`src/rtl/ifp_pkg.sv`:
```
// ----------------------------------------------------------------------------
// ifp_pkg
// shared types and constants of the inertial sensor frame parser
// ----------------------------------------------------------------------------
package ifp_pkg;

    localparam int PACKET_BYTES_DEF = 11;

    localparam logic [7:0] HDR_BYTE   = 8'h55;
    localparam logic [7:0] TYPE_ACC   = 8'h51;
    localparam logic [7:0] TYPE_RATE  = 8'h52;
    localparam logic [7:0] TYPE_ANGLE = 8'h53;

    localparam int QUEUE_DEPTH = 2;
    localparam int OUT_BITS    = 53;
    localparam int OUT_BYTES_W = 56;

    typedef enum logic [1:0] {
        ST_GOOD     = 2'd0,
        ST_BAD_TYPE = 2'd1,
        ST_BAD_SUM  = 2'd2
    } status_t;

    typedef enum logic [1:0] {
        KIND_ACC   = 2'd0,
        KIND_RATE  = 2'd1,
        KIND_ANGLE = 2'd2
    } kind_t;

    // raw frame record handed from the collector to the decoder
    typedef struct packed {
        logic [7:0]  type_byte;
        logic        sum_ok;
        logic [15:0] val_x;
        logic [15:0] val_y;
        logic [15:0] val_z;
    } frame_rec_t;

    typedef struct packed {
        logic       push;
        frame_rec_t rec;
    } frame_push_t;

endpackage

```
`src/rtl/ifp_front.sv`:
```
// ----------------------------------------------------------------------------
// ifp_front
// hunts for the header, collects a frame and keeps the running sum
// ----------------------------------------------------------------------------
module ifp_front
    import ifp_pkg::*;
#(
    parameter int PACKET_BYTES = PACKET_BYTES_DEF
)
(
    input  logic        clk,
    input  logic        rst_n,
    input  logic        in_valid,
    output logic        in_ready,
    input  logic [7:0]  in_byte,
    input  logic        q_full,
    output frame_push_t q_wr
);

    localparam int POS_W = $clog2(PACKET_BYTES);
    localparam logic [POS_W-1:0] LAST_POS = POS_W'(PACKET_BYTES - 1);

    logic [POS_W-1:0] pos_reg;
    logic [POS_W-1:0] pos_next;
    logic [7:0]       sum_reg;
    logic [7:0]       sum_next;
    logic [7:0]       type_reg;
    logic [7:0]       val_reg [0:5];
    logic             accept;

    assign in_ready = !q_full;
    assign accept   = in_valid && in_ready;

    always_comb
    begin
        pos_next   = pos_reg;
        sum_next   = sum_reg;
        q_wr.push  = 1'b0;
        q_wr.rec.type_byte = type_reg;
        q_wr.rec.sum_ok    = (sum_reg == in_byte);
        q_wr.rec.val_x     = {val_reg[1], val_reg[0]};
        q_wr.rec.val_y     = {val_reg[3], val_reg[2]};
        q_wr.rec.val_z     = {val_reg[5], val_reg[4]};
        if (accept)
        begin
            if (pos_reg == '0)
            begin
                if (in_byte == HDR_BYTE)
                begin
                    pos_next = POS_W'(1);
                    sum_next = in_byte;
                end
            end
            else if (pos_reg == LAST_POS)
            begin
                q_wr.push = 1'b1;
                pos_next  = '0;
                sum_next  = '0;
            end
            else
            begin
                pos_next = pos_reg + POS_W'(1);
                sum_next = sum_reg + in_byte;
            end
        end
    end

    always_ff @(posedge clk or negedge rst_n)
    begin
        if (!rst_n)
        begin
            pos_reg <= '0;
            sum_reg <= '0;
        end
        else
        begin
            pos_reg <= pos_next;
            sum_reg <= sum_next;
        end
    end

    // frame bytes 1 to 7: type byte and the three little-endian values
    always_ff @(posedge clk)
    begin
        if (accept && pos_reg == POS_W'(1))
        begin
            type_reg <= in_byte;
        end
        for (int i = 0; i < 6; i++)
        begin
            if (accept && pos_reg == POS_W'(i + 2))
            begin
                val_reg[i] <= in_byte;
            end
        end
    end

endmodule

```
`src/rtl/ifp_queue.sv`:
```
// ----------------------------------------------------------------------------
// ifp_queue
// short queue of finished frame records between collector and decoder
// ----------------------------------------------------------------------------
module ifp_queue
    import ifp_pkg::*;
(
    input  logic        clk,
    input  logic        rst_n,
    input  frame_push_t wr,
    output logic        full,
    output logic        rd_valid,
    input  logic        rd_pop,
    output frame_rec_t  rd_rec
);

    localparam int PTR_W = $clog2(QUEUE_DEPTH);
    localparam int CNT_W = $clog2(QUEUE_DEPTH + 1);

    frame_rec_t       mem [0:QUEUE_DEPTH-1];
    logic [PTR_W-1:0] wr_ptr_reg;
    logic [PTR_W-1:0] rd_ptr_reg;
    logic [CNT_W-1:0] count_reg;
    logic [CNT_W-1:0] count_next;
    logic             do_wr;
    logic             do_rd;

    assign full     = (count_reg == CNT_W'(QUEUE_DEPTH));
    assign rd_valid = (count_reg != '0);
    assign do_wr    = wr.push && !full;
    assign do_rd    = rd_pop && rd_valid;
    assign rd_rec   = mem[rd_ptr_reg];

    always_comb
    begin
        count_next = count_reg;
        if (do_wr && !do_rd)
        begin
            count_next = count_reg + CNT_W'(1);
        end
        else if (do_rd && !do_wr)
        begin
            count_next = count_reg - CNT_W'(1);
        end
    end

    always_ff @(posedge clk or negedge rst_n)
    begin
        if (!rst_n)
        begin
            wr_ptr_reg <= '0;
            rd_ptr_reg <= '0;
            count_reg  <= '0;
        end
        else
        begin
            count_reg <= count_next;
            if (do_wr)
            begin
                wr_ptr_reg <= (wr_ptr_reg == PTR_W'(QUEUE_DEPTH - 1)) ? '0
                                                                      : wr_ptr_reg + PTR_W'(1);
            end
            if (do_rd)
            begin
                rd_ptr_reg <= (rd_ptr_reg == PTR_W'(QUEUE_DEPTH - 1)) ? '0
                                                                      : rd_ptr_reg + PTR_W'(1);
            end
        end
    end

    always_ff @(posedge clk)
    begin
        if (do_wr)
        begin
            mem[wr_ptr_reg] <= wr.rec;
        end
    end

endmodule

```
`src/rtl/ifp_back.sv`:
```
// ----------------------------------------------------------------------------
// ifp_back
// checks type and checksum of a frame record and holds the result item
// ----------------------------------------------------------------------------
module ifp_back
    import ifp_pkg::*;
(
    input  logic                   clk,
    input  logic                   rst_n,
    input  logic                   q_valid,
    output logic                   q_pop,
    input  frame_rec_t             q_rec,
    output logic                   out_valid,
    input  logic                   out_ready,
    output logic [OUT_BYTES_W-1:0] out_data
);

    logic                   valid_reg;
    logic [OUT_BYTES_W-1:0] data_reg;
    logic [OUT_BITS-1:0]    data_next;
    status_t                status;
    kind_t                  kind;
    logic                   known;

    assign q_pop     = q_valid && (!valid_reg || out_ready);
    assign out_valid = valid_reg;
    assign out_data  = data_reg;

    always_comb
    begin
        known = 1'b1;
        kind  = KIND_ACC;
        unique case (q_rec.type_byte)
            TYPE_ACC:   kind = KIND_ACC;
            TYPE_RATE:  kind = KIND_RATE;
            TYPE_ANGLE: kind = KIND_ANGLE;
            default:    known = 1'b0;
        endcase
        if (!known)
        begin
            status = ST_BAD_TYPE;
        end
        else if (!q_rec.sum_ok)
        begin
            status = ST_BAD_SUM;
        end
        else
        begin
            status = ST_GOOD;
        end
        if (status == ST_GOOD)
        begin
            data_next = {(kind == KIND_ANGLE), q_rec.val_z, q_rec.val_y, q_rec.val_x,
                         kind, status};
        end
        else
        begin
            data_next = {{(OUT_BITS - 2){1'b0}}, status};
        end
    end

    always_ff @(posedge clk or negedge rst_n)
    begin
        if (!rst_n)
        begin
            valid_reg <= 1'b0;
        end
        else if (q_pop)
        begin
            valid_reg <= 1'b1;
        end
        else if (out_ready)
        begin
            valid_reg <= 1'b0;
        end
    end

    always_ff @(posedge clk)
    begin
        if (q_pop)
        begin
            data_reg <= {{(OUT_BYTES_W - OUT_BITS){1'b0}}, data_next};
        end
    end

endmodule

```
`src/rtl/imu_frame_parser.sv`:
```
// ----------------------------------------------------------------------------
// imu_frame_parser
// serial frame parser for an inertial sensor with an 8-bit additive checksum
// ----------------------------------------------------------------------------
// s_axis carries one received serial byte per item. while hunting, every
// byte other than the 0x55 header is dropped; a header starts a frame of
// PACKET_BYTES bytes. the last byte of a frame produces one item on m_axis
// with status, kind, three raw signed axis codes and the angle flag.
// a byte is taken in every cycle while the two-entry record queue has room;
// the result of a frame is written into the queue when its last byte is
// accepted and then moves on to the output register of m_axis. the collector
// sets the rate of one byte per cycle; a stalled m_axis fills the output
// register and then the queue, after which s_axis_tready drops until an item
// is taken.
// bytes of a frame keep being accepted as long as the queue is not full.
// reset returns the collector to hunting and empties queue and output.
// ----------------------------------------------------------------------------
module imu_frame_parser
    import ifp_pkg::*;
#(
    parameter int PACKET_BYTES = PACKET_BYTES_DEF
)
(
    input  logic                   clk,
    input  logic                   rst_n,
    input  logic                   s_axis_tvalid,
    output logic                   s_axis_tready,
    input  logic [7:0]             s_axis_tdata,  // rx_byte
    output logic                   m_axis_tvalid,
    input  logic                   m_axis_tready,
    output logic [OUT_BYTES_W-1:0] m_axis_tdata   // status, kind, value_x, value_y,
                                                  // value_z, angle_ready
);

    frame_push_t q_wr;
    logic        q_full;
    logic        q_valid;
    logic        q_pop;
    frame_rec_t  q_rec;

    ifp_front #(
        .PACKET_BYTES (PACKET_BYTES)
    ) u_front (
        .clk      (clk),
        .rst_n    (rst_n),
        .in_valid (s_axis_tvalid),
        .in_ready (s_axis_tready),
        .in_byte  (s_axis_tdata),
        .q_full   (q_full),
        .q_wr     (q_wr)
    );

    ifp_queue u_queue (
        .clk      (clk),
        .rst_n    (rst_n),
        .wr       (q_wr),
        .full     (q_full),
        .rd_valid (q_valid),
        .rd_pop   (q_pop),
        .rd_rec   (q_rec)
    );

    ifp_back u_back (
        .clk       (clk),
        .rst_n     (rst_n),
        .q_valid   (q_valid),
        .q_pop     (q_pop),
        .q_rec     (q_rec),
        .out_valid (m_axis_tvalid),
        .out_ready (m_axis_tready),
        .out_data  (m_axis_tdata)
    );

endmodule

```
`config.mk`:
```
export PLATFORM = sky130hd
export DESIGN_NAME = imu_frame_parser
export DESIGN_NICKNAME = d
export VERILOG_FILES = /design/src/rtl/ifp_pkg.sv /design/src/rtl/ifp_front.sv /design/src/rtl/ifp_queue.sv /design/src/rtl/ifp_back.sv /design/src/rtl/imu_frame_parser.sv
export SDC_FILE = /design/constraint.sdc
export NUM_CORES = 1
export LEC_CHECK = 0
export ABC_AREA = 0
export BUFFER_PORTS_ARGS = -buffer_cell sky130_fd_sc_hd__buf_2
export CORE_MARGIN = 1
export CORE_UTILIZATION = 55
export DETAILED_ROUTE_END_ITERATION = 8
export MAX_ROUTING_LAYER = met4
export PLACE_DENSITY = 0.74
export SLEW_MARGIN = 40
export SYNTH_ARGS = -nofsm -noshare
export SYNTH_HDL_FRONTEND = slang
export SYNTH_SLANG_ARGS = --single-unit
```
`constraint.sdc`:
```
create_clock -name clk -period 5.4 [get_ports clk]
set_input_delay 0 -clock clk [delete_from_list [all_inputs] [get_ports clk]]
set_output_delay 0 -clock clk [all_outputs]
set_load 0.05 [all_outputs]
```
---- Word-level counts from Yosys, hierarchy flattened ----
Memories as Yosys holds them, arrays and structs flattened.
Cells that the tools add are included.
storage, ports and cells
  register bits after elaboration ......... 78
  memory bits (writable) .................. 162
  input port bits ......................... 12
  memories kept ........................... 2
operators by class
  add/sub/neg operators ................... 6
  equality and inequality tests ........... 16
  mux-type cells .......................... 48
  reduce and logical (&&, ||, !) cells .... 30
memories
  memory           words  bits a word  read ports  clocked after Yosys merged registers in  write ports  RTL line         text
  u_queue.mem      2      57           1           0                                        1            ifp_queue.sv:20  frame_rec_t mem [0:QUEUE_DEPTH-1];
  u_front.val_reg  6      8            6           0                                        1            ifp_front.sv:28  logic [7:0] val_reg [0:5];
operators with widths
  cell                                                              number
  8-bit two-way mux                                                 8
  8-bit OR reduction                                                5
  8-bit by 7-bit == test with 1-bit output (second input constant)  4
  1-bit two-way mux                                                 27
  4-bit by 3-bit == test with 1-bit output (second input constant)  4
  3-bit two-way mux                                                 5
  1-bit logical AND                                                 13
  4-bit two-way mux                                                 3
  8-bit adder                                                       1
  4-bit by 2-bit == test with 1-bit output (second input constant)  2
  8-bit == test                                                     1
  2-bit two-way mux                                                 4
  2-bit nonzero test                                                3
  4-bit by 1-bit adder with 4-bit output (second input constant)    1
  2-bit == test (second input constant)                             2
  4-bit by 1-bit == test with 1-bit output (second input constant)  1
  4-bit == test (second input constant)                             1
  1-bit zero test                                                   4
  4-bit zero test                                                   1
  2-bit one-hot mux with 2 select lines                             1
  3-bit OR reduction                                                1
  1-bit adder (second input constant)                               2
  2-bit by 1-bit adder with 2-bit output (second input constant)    1
  2-bit zero test                                                   1
  4 further kinds                                                   4

---- Longest topological paths before layout ----
  word-level depth ........................ 12
  depth in mapped cells ................... 7
  mapped depth without buffers ............ 7

---- Modules after synthesis ----
Synthesis repeated with hierarchy kept, for this count alone.
unflattened totals
  cells, all modules ...................... 559
  area, all modules ....................... 9,775.6 µm²
by module, submodules not included
  module     instances  cells each  area each (µm²)  sequential area each (µm²)
  ifp_queue  1          196         4,386.7          3,523.4
  ifp_back   1          190         2,710.1          1,616.6
  ifp_front  1          173         2,678.8          1,981.9

---- Worst setup path after synthesis ----
No wires, ideal clock.
  path type ............................... register to register
  from .................................... register u_queue.count_reg[0]
  to ...................................... memory u_queue.mem[0][0] in the netlist's numbering (enable)
  data arrival time ....................... 4.083 ns
  setup slack ............................. 0.838 ns
  cell stages (with the launch flop) ...... 5
  cells stage by stage .................... dfrtp_1 nand2b_1 nand2_1 nor3b_1 nor2b_1
between the ends
  longest elaborated chain between the ends .. 7
RTL lines
  what                                         RTL line                text
  from (decl)                                  ifp_queue.sv:23         logic [CNT_W-1:0] count_reg;
  from (signal assigned)                       ifp_queue.sv:57         count_reg <= count_next;
  2-bit == test (*)                            ifp_queue.sv:28         assign full = (count_reg == CNT_W'(QUEUE_DEPTH));
  1-bit zero test (*)                          ifp_front.sv:31         assign in_ready = !q_full;
  named net s_axis_tready                      imu_frame_parser.sv:27  output logic s_axis_tready,
  1-bit logical AND                            ifp_front.sv:32         assign accept = in_valid && in_ready;
  1-bit two-way mux                            ifp_front.sv:44         if (accept)
  1-bit logical AND (*)                        ifp_queue.sv:30         assign do_wr = wr.push && !full;
  named net u_queue.do_wr                      ifp_queue.sv:25         logic do_wr;
  1-bit two-way mux (*)                        ifp_queue.sv:73         if (do_wr)
  1-bit two-way mux (implied by the code) (*)  ifp_queue.sv:75         mem[wr_ptr_reg] <= wr.rec;
  to (decl)                                    ifp_queue.sv:20
The timed path passes the listed nets; every way through them passes the cells marked *.

---- Worst setup path in the final report ----
  from .................................... register u_queue.count_reg[0]
  to ...................................... memory u_queue.mem[0][0] in the netlist's numbering (enable)
between the ends
  longest elaborated chain between the ends .. 7
RTL lines
  what                                         RTL line
  2-bit == test (*)                            ifp_queue.sv:28
  1-bit zero test (*)                          ifp_front.sv:31, ifp_queue.sv:30
  1-bit logical AND                            ifp_front.sv:32
  1-bit two-way mux                            ifp_front.sv:44
  1-bit logical AND (*)                        ifp_queue.sv:30
  named net u_queue.do_wr                      ifp_queue.sv:25
  1-bit two-way mux (*)                        ifp_queue.sv:73
  1-bit two-way mux (implied by the code) (*)  ifp_queue.sv:75
Marked as above.

==> flow_summary.toml <==
[status]
outcome = "finished clean"

[setup_path]
worst_r2r_path_depth = 7
timing.rr.end = "u_queue.mem[0][0]"
r2r_setup_slack_ns = 2.56
arrival_worst_endpoint_ns = 3.03
critical_path_peak_fanout = 16
timing.critical_path.from_type = "register"
critPathRequiredTime_ns = 5.60
criticalPathCategory = "register to register"
crit-reg2reg-launch = "u_queue.count_reg[0]"
worst_setup_path_end_kind = "register"

[floorplanning]
starting_density_of_the_core_pct = 56.1
core_region_area_um2 = 15800
area_of_the_die_um2 = 16700
placement_rows = 46
io_pins = 70
die_height_um = 129
die_w_um = 129

[timing]
setup_tns_ns = 0
report.final.setup_viol = 0
worstMarginPinSlew_ns = 0.770
max_clock_freq_ghz = 0.352
rsz0062_at_grt = "false"
hold_viol = 0
period_minus_slack_ns = 2.84
timing.slew.headroom_pct = 48.6
final-max-slew-violation-count = 0
clock-skew-final_ns = 0.0109
post-route-period-util_pct = 52.5

[yosys]
synthArstFlopShare_pct = 7.08
synth.ff_latch_count = 240
syn-instance-count = 493
avgSynthCellArea_um2 = 18.0
post-synth-top-area-cell = "sky130_fd_sc_hd__edfxtp_1"
synth.yosys.seq_area_share_pct = 80.2
synthesis.area_um2 = 8880
dominantRegCellSynth = "sky130_fd_sc_hd__edfxtp_1"
yosys.area.top_type_share_pct = 75.4
post_synth_num_cell_types = 48
number_of_enable_type_register_cells_in_the_synthesized_netlist = 223
synth_warnings = 0
synth_area_leaders = "sky130_fd_sc_hd__edfxtp_1, sky130_fd_sc_hd__mux2i_1, sky130_fd_sc_hd__dfrtp_1"

[clock_network]
post_cts_buffers = 0
clock_tree.htree_level_count = 1
clk-insertion-delay-late_ns = 0.50
cts_tree = "done"
clock_tree.buffer_depth = 3
tritoncts.num_buffers = 23
clk_sinks = 240
root_buffer = "sky130_fd_sc_hd__clkbuf_16"
post_cts_hold_buffer_count = 12
worst_setup_hold_path_clk_slew_ns = 0.06
cts.repair.resized = 0

[cells_and_area]
nNetsFinal = 607
area.growth.synth_to_final_pct = 15.9
finalNonFillerCells = 818
insertedDiodeCount = 0
largest_register_ffs = 114
post_route_cells_drive_above_1_share_pct = 21.8

[power]
power.density_nw_per_um2 = 518
power_leakage_nw = 3.72
vdd.ir_drop.worst_mv = 0.265

[detailed_routing]
drt_first_iter_violations = 229
ant_nets = 0
drtPass1Iterations = 4
num_vias = 4283
drt-wirelength-per-cell_um = 17.2
post_drt_via_cell_ratio = 5.24
drc_errors_left = 0
wirelength_um = 14100

[job]
timing.max_cap.violations = 0

[grt]
track_usage_pct = 18.5
antenna_violations_before_repair = 0
grt_max_degree = 54
global_route_wire_length_before_repair_um = 22300
first_global_vias = 4319
gr_ovfl_total = 0

[min_path]
hold_path_class = "input port to async pin"

[placed_design]
gpl.final_weighted_congestion = 0.803
dp_cells = 765
port-buffer-count = 66
dp.final_hpwl_um = 8900
-- cell type report --
cell class / instances / area [um^2]
clock buffer: 25 / 583
sequential: 240 / 7120
fill: 1069 / 5530
tap: 216 / 270
timing repair buffer: 87 / 541
inverter: 3 / 13.8
clock inverter: 16 / 104
multi-input combinational: 231 / 1660
-- cells in the final DEF, fill, tap and decap left out, types with 6 or more instances in the layout --
| master | n |
|---|---|
| sky130_fd_sc_hd__edfxtp_1 | 223 |
| sky130_fd_sc_hd__buf_2 | 67 |
| sky130_fd_sc_hd__nor2_1 | 57 |
| sky130_fd_sc_hd__mux2i_1 | 49 |
| sky130_fd_sc_hd__clkbuf_16 | 23 |
| sky130_fd_sc_hd__dfrtp_1 | 16 |
| sky130_fd_sc_hd__nand2_1 | 12 |
| sky130_fd_sc_hd__dlygate4sd3_1 | 11 |
| sky130_fd_sc_hd__nor2_4 | 10 |
| sky130_fd_sc_hd__a21oi_1 | 9 |
| sky130_fd_sc_hd__ha_1 | 8 |
| sky130_fd_sc_hd__clkinv_1 | 7 |
| sky130_fd_sc_hd__buf_4 | 7 |
| sky130_fd_sc_hd__o21ai_0 | 6 |
| sky130_fd_sc_hd__xnor2_1 | 6 |
| sky130_fd_sc_hd__xor2_1 | 6 |
| sky130_fd_sc_hd__clkinv_2 | 6 |
-- kinds of logic (layout without fill, tap and decap cells) --
kind of cell	Yosys count	after routing	share of synthesized area [%]
other	1	3	0.0422
AOI/OAI and AO/OA	38	38	2.97
adders and majority gates	9	9	1.35
buffers and inverters	24	131	1.45
DFF	240	240	80.2
muxes	49	49	5.52
xor gates and xnor gates	12	12	1.18
and+or+nand+nor	120	120	7.28
-- how the worst max path moves through the flow --
| stage | startpoint | depth (start not counted) | slack [ns] | to |
|---|---|---|---|---|
| 3_5_place_dp | u_queue.count_reg[0] | 7 | 2.59 | u_queue.mem[0][3] |
| 3_3_place_gp | u_queue.count_reg[0] | 5 | 2.45 | u_queue.mem[0][40] |
| 2_1_floorplan | u_queue.count_reg[0] | 4 | 0.84 | u_queue.mem[0][0] |
| 6_report | u_queue.count_reg[0] | 7 | 2.56 | u_queue.mem[0][0] |
| 4_1_cts | u_queue.count_reg[0] | 7 | 2.59 | u_queue.mem[0][0] |
| 5_1_grt | u_queue.count_reg[0] | 7 | 2.43 | u_queue.mem[0][31] |
-- power by group --
part | internal [W] | switching, W | total [W]
clock | 0.000826 | 0.000628 | 0.00145
combinational | 0.000408 | 0.000985 | 0.00139
sequential | 0.00234 | 0.000149 | 0.00249
-- metrics by stage --
step / area, um^2 / setup slack [ns] / hold slack [ns] / total power (W) / util [%]
finish: 10300 / 2.56 / 0.0459 / 0.00533 / 65.1
floorplan: 8890 / 0.838 / -0.296 / 0.00362 / -
CTS: 10300 / 2.59 / 0.315 / 0.00538 / 65.1
global route: 10300 / 2.43 / 0.0747 / 0.00557 / 65.1
global placement: 9440 / 2.45 / -0.0475 / 0.00387 / 59.6
detailed placement: 9490 / 2.59 / -0.0447 / 0.00392 / 60.0
-- worst max-delay path: stages, from the launching register on --
cell	delay, ns
sky130_fd_sc_hd__dfrtp_1	0.43
sky130_fd_sc_hd__nand2b_1	0.19
sky130_fd_sc_hd__nand2_1	0.28
sky130_fd_sc_hd__nor3b_1	0.58
sky130_fd_sc_hd__nor2b_4	0.47
sky130_fd_sc_hd__buf_8	0.22
sky130_fd_sc_hd__buf_16	0.16
sky130_fd_sc_hd__buf_4	0.20
-- Yosys cell counts (5+ instances only) --
library cell	instances
sky130_fd_sc_hd__nor4_1	5
sky130_fd_sc_hd__o21ai_0	6
sky130_fd_sc_hd__a21oi_1	9
sky130_fd_sc_hd__dfrtp_1	17
sky130_fd_sc_hd__edfxtp_1	223
sky130_fd_sc_hd__xor2_1	6
sky130_fd_sc_hd__xnor2_1	6
sky130_fd_sc_hd__nand2b_1	5
sky130_fd_sc_hd__clkbuf_1	11
sky130_fd_sc_hd__nor2_1	58
sky130_fd_sc_hd__nor2b_1	5
sky130_fd_sc_hd__nor2_4	10
sky130_fd_sc_hd__ha_1	8
sky130_fd_sc_hd__nand2_1	13
sky130_fd_sc_hd__nor3_1	6
sky130_fd_sc_hd__mux2i_1	49
-- routing by layer --
layer  global-route usage, %  vias to the layer above  routed length, um
met5                       -                        -                  0
met4                    8.17                        0                376
met3                    3.26                       37                837
met2                    30.4                      126               7000
met1                    22.7                     2069               5890
li1                        -                     2051                  -
Note: power is estimated with default switching activity, not from simulation.
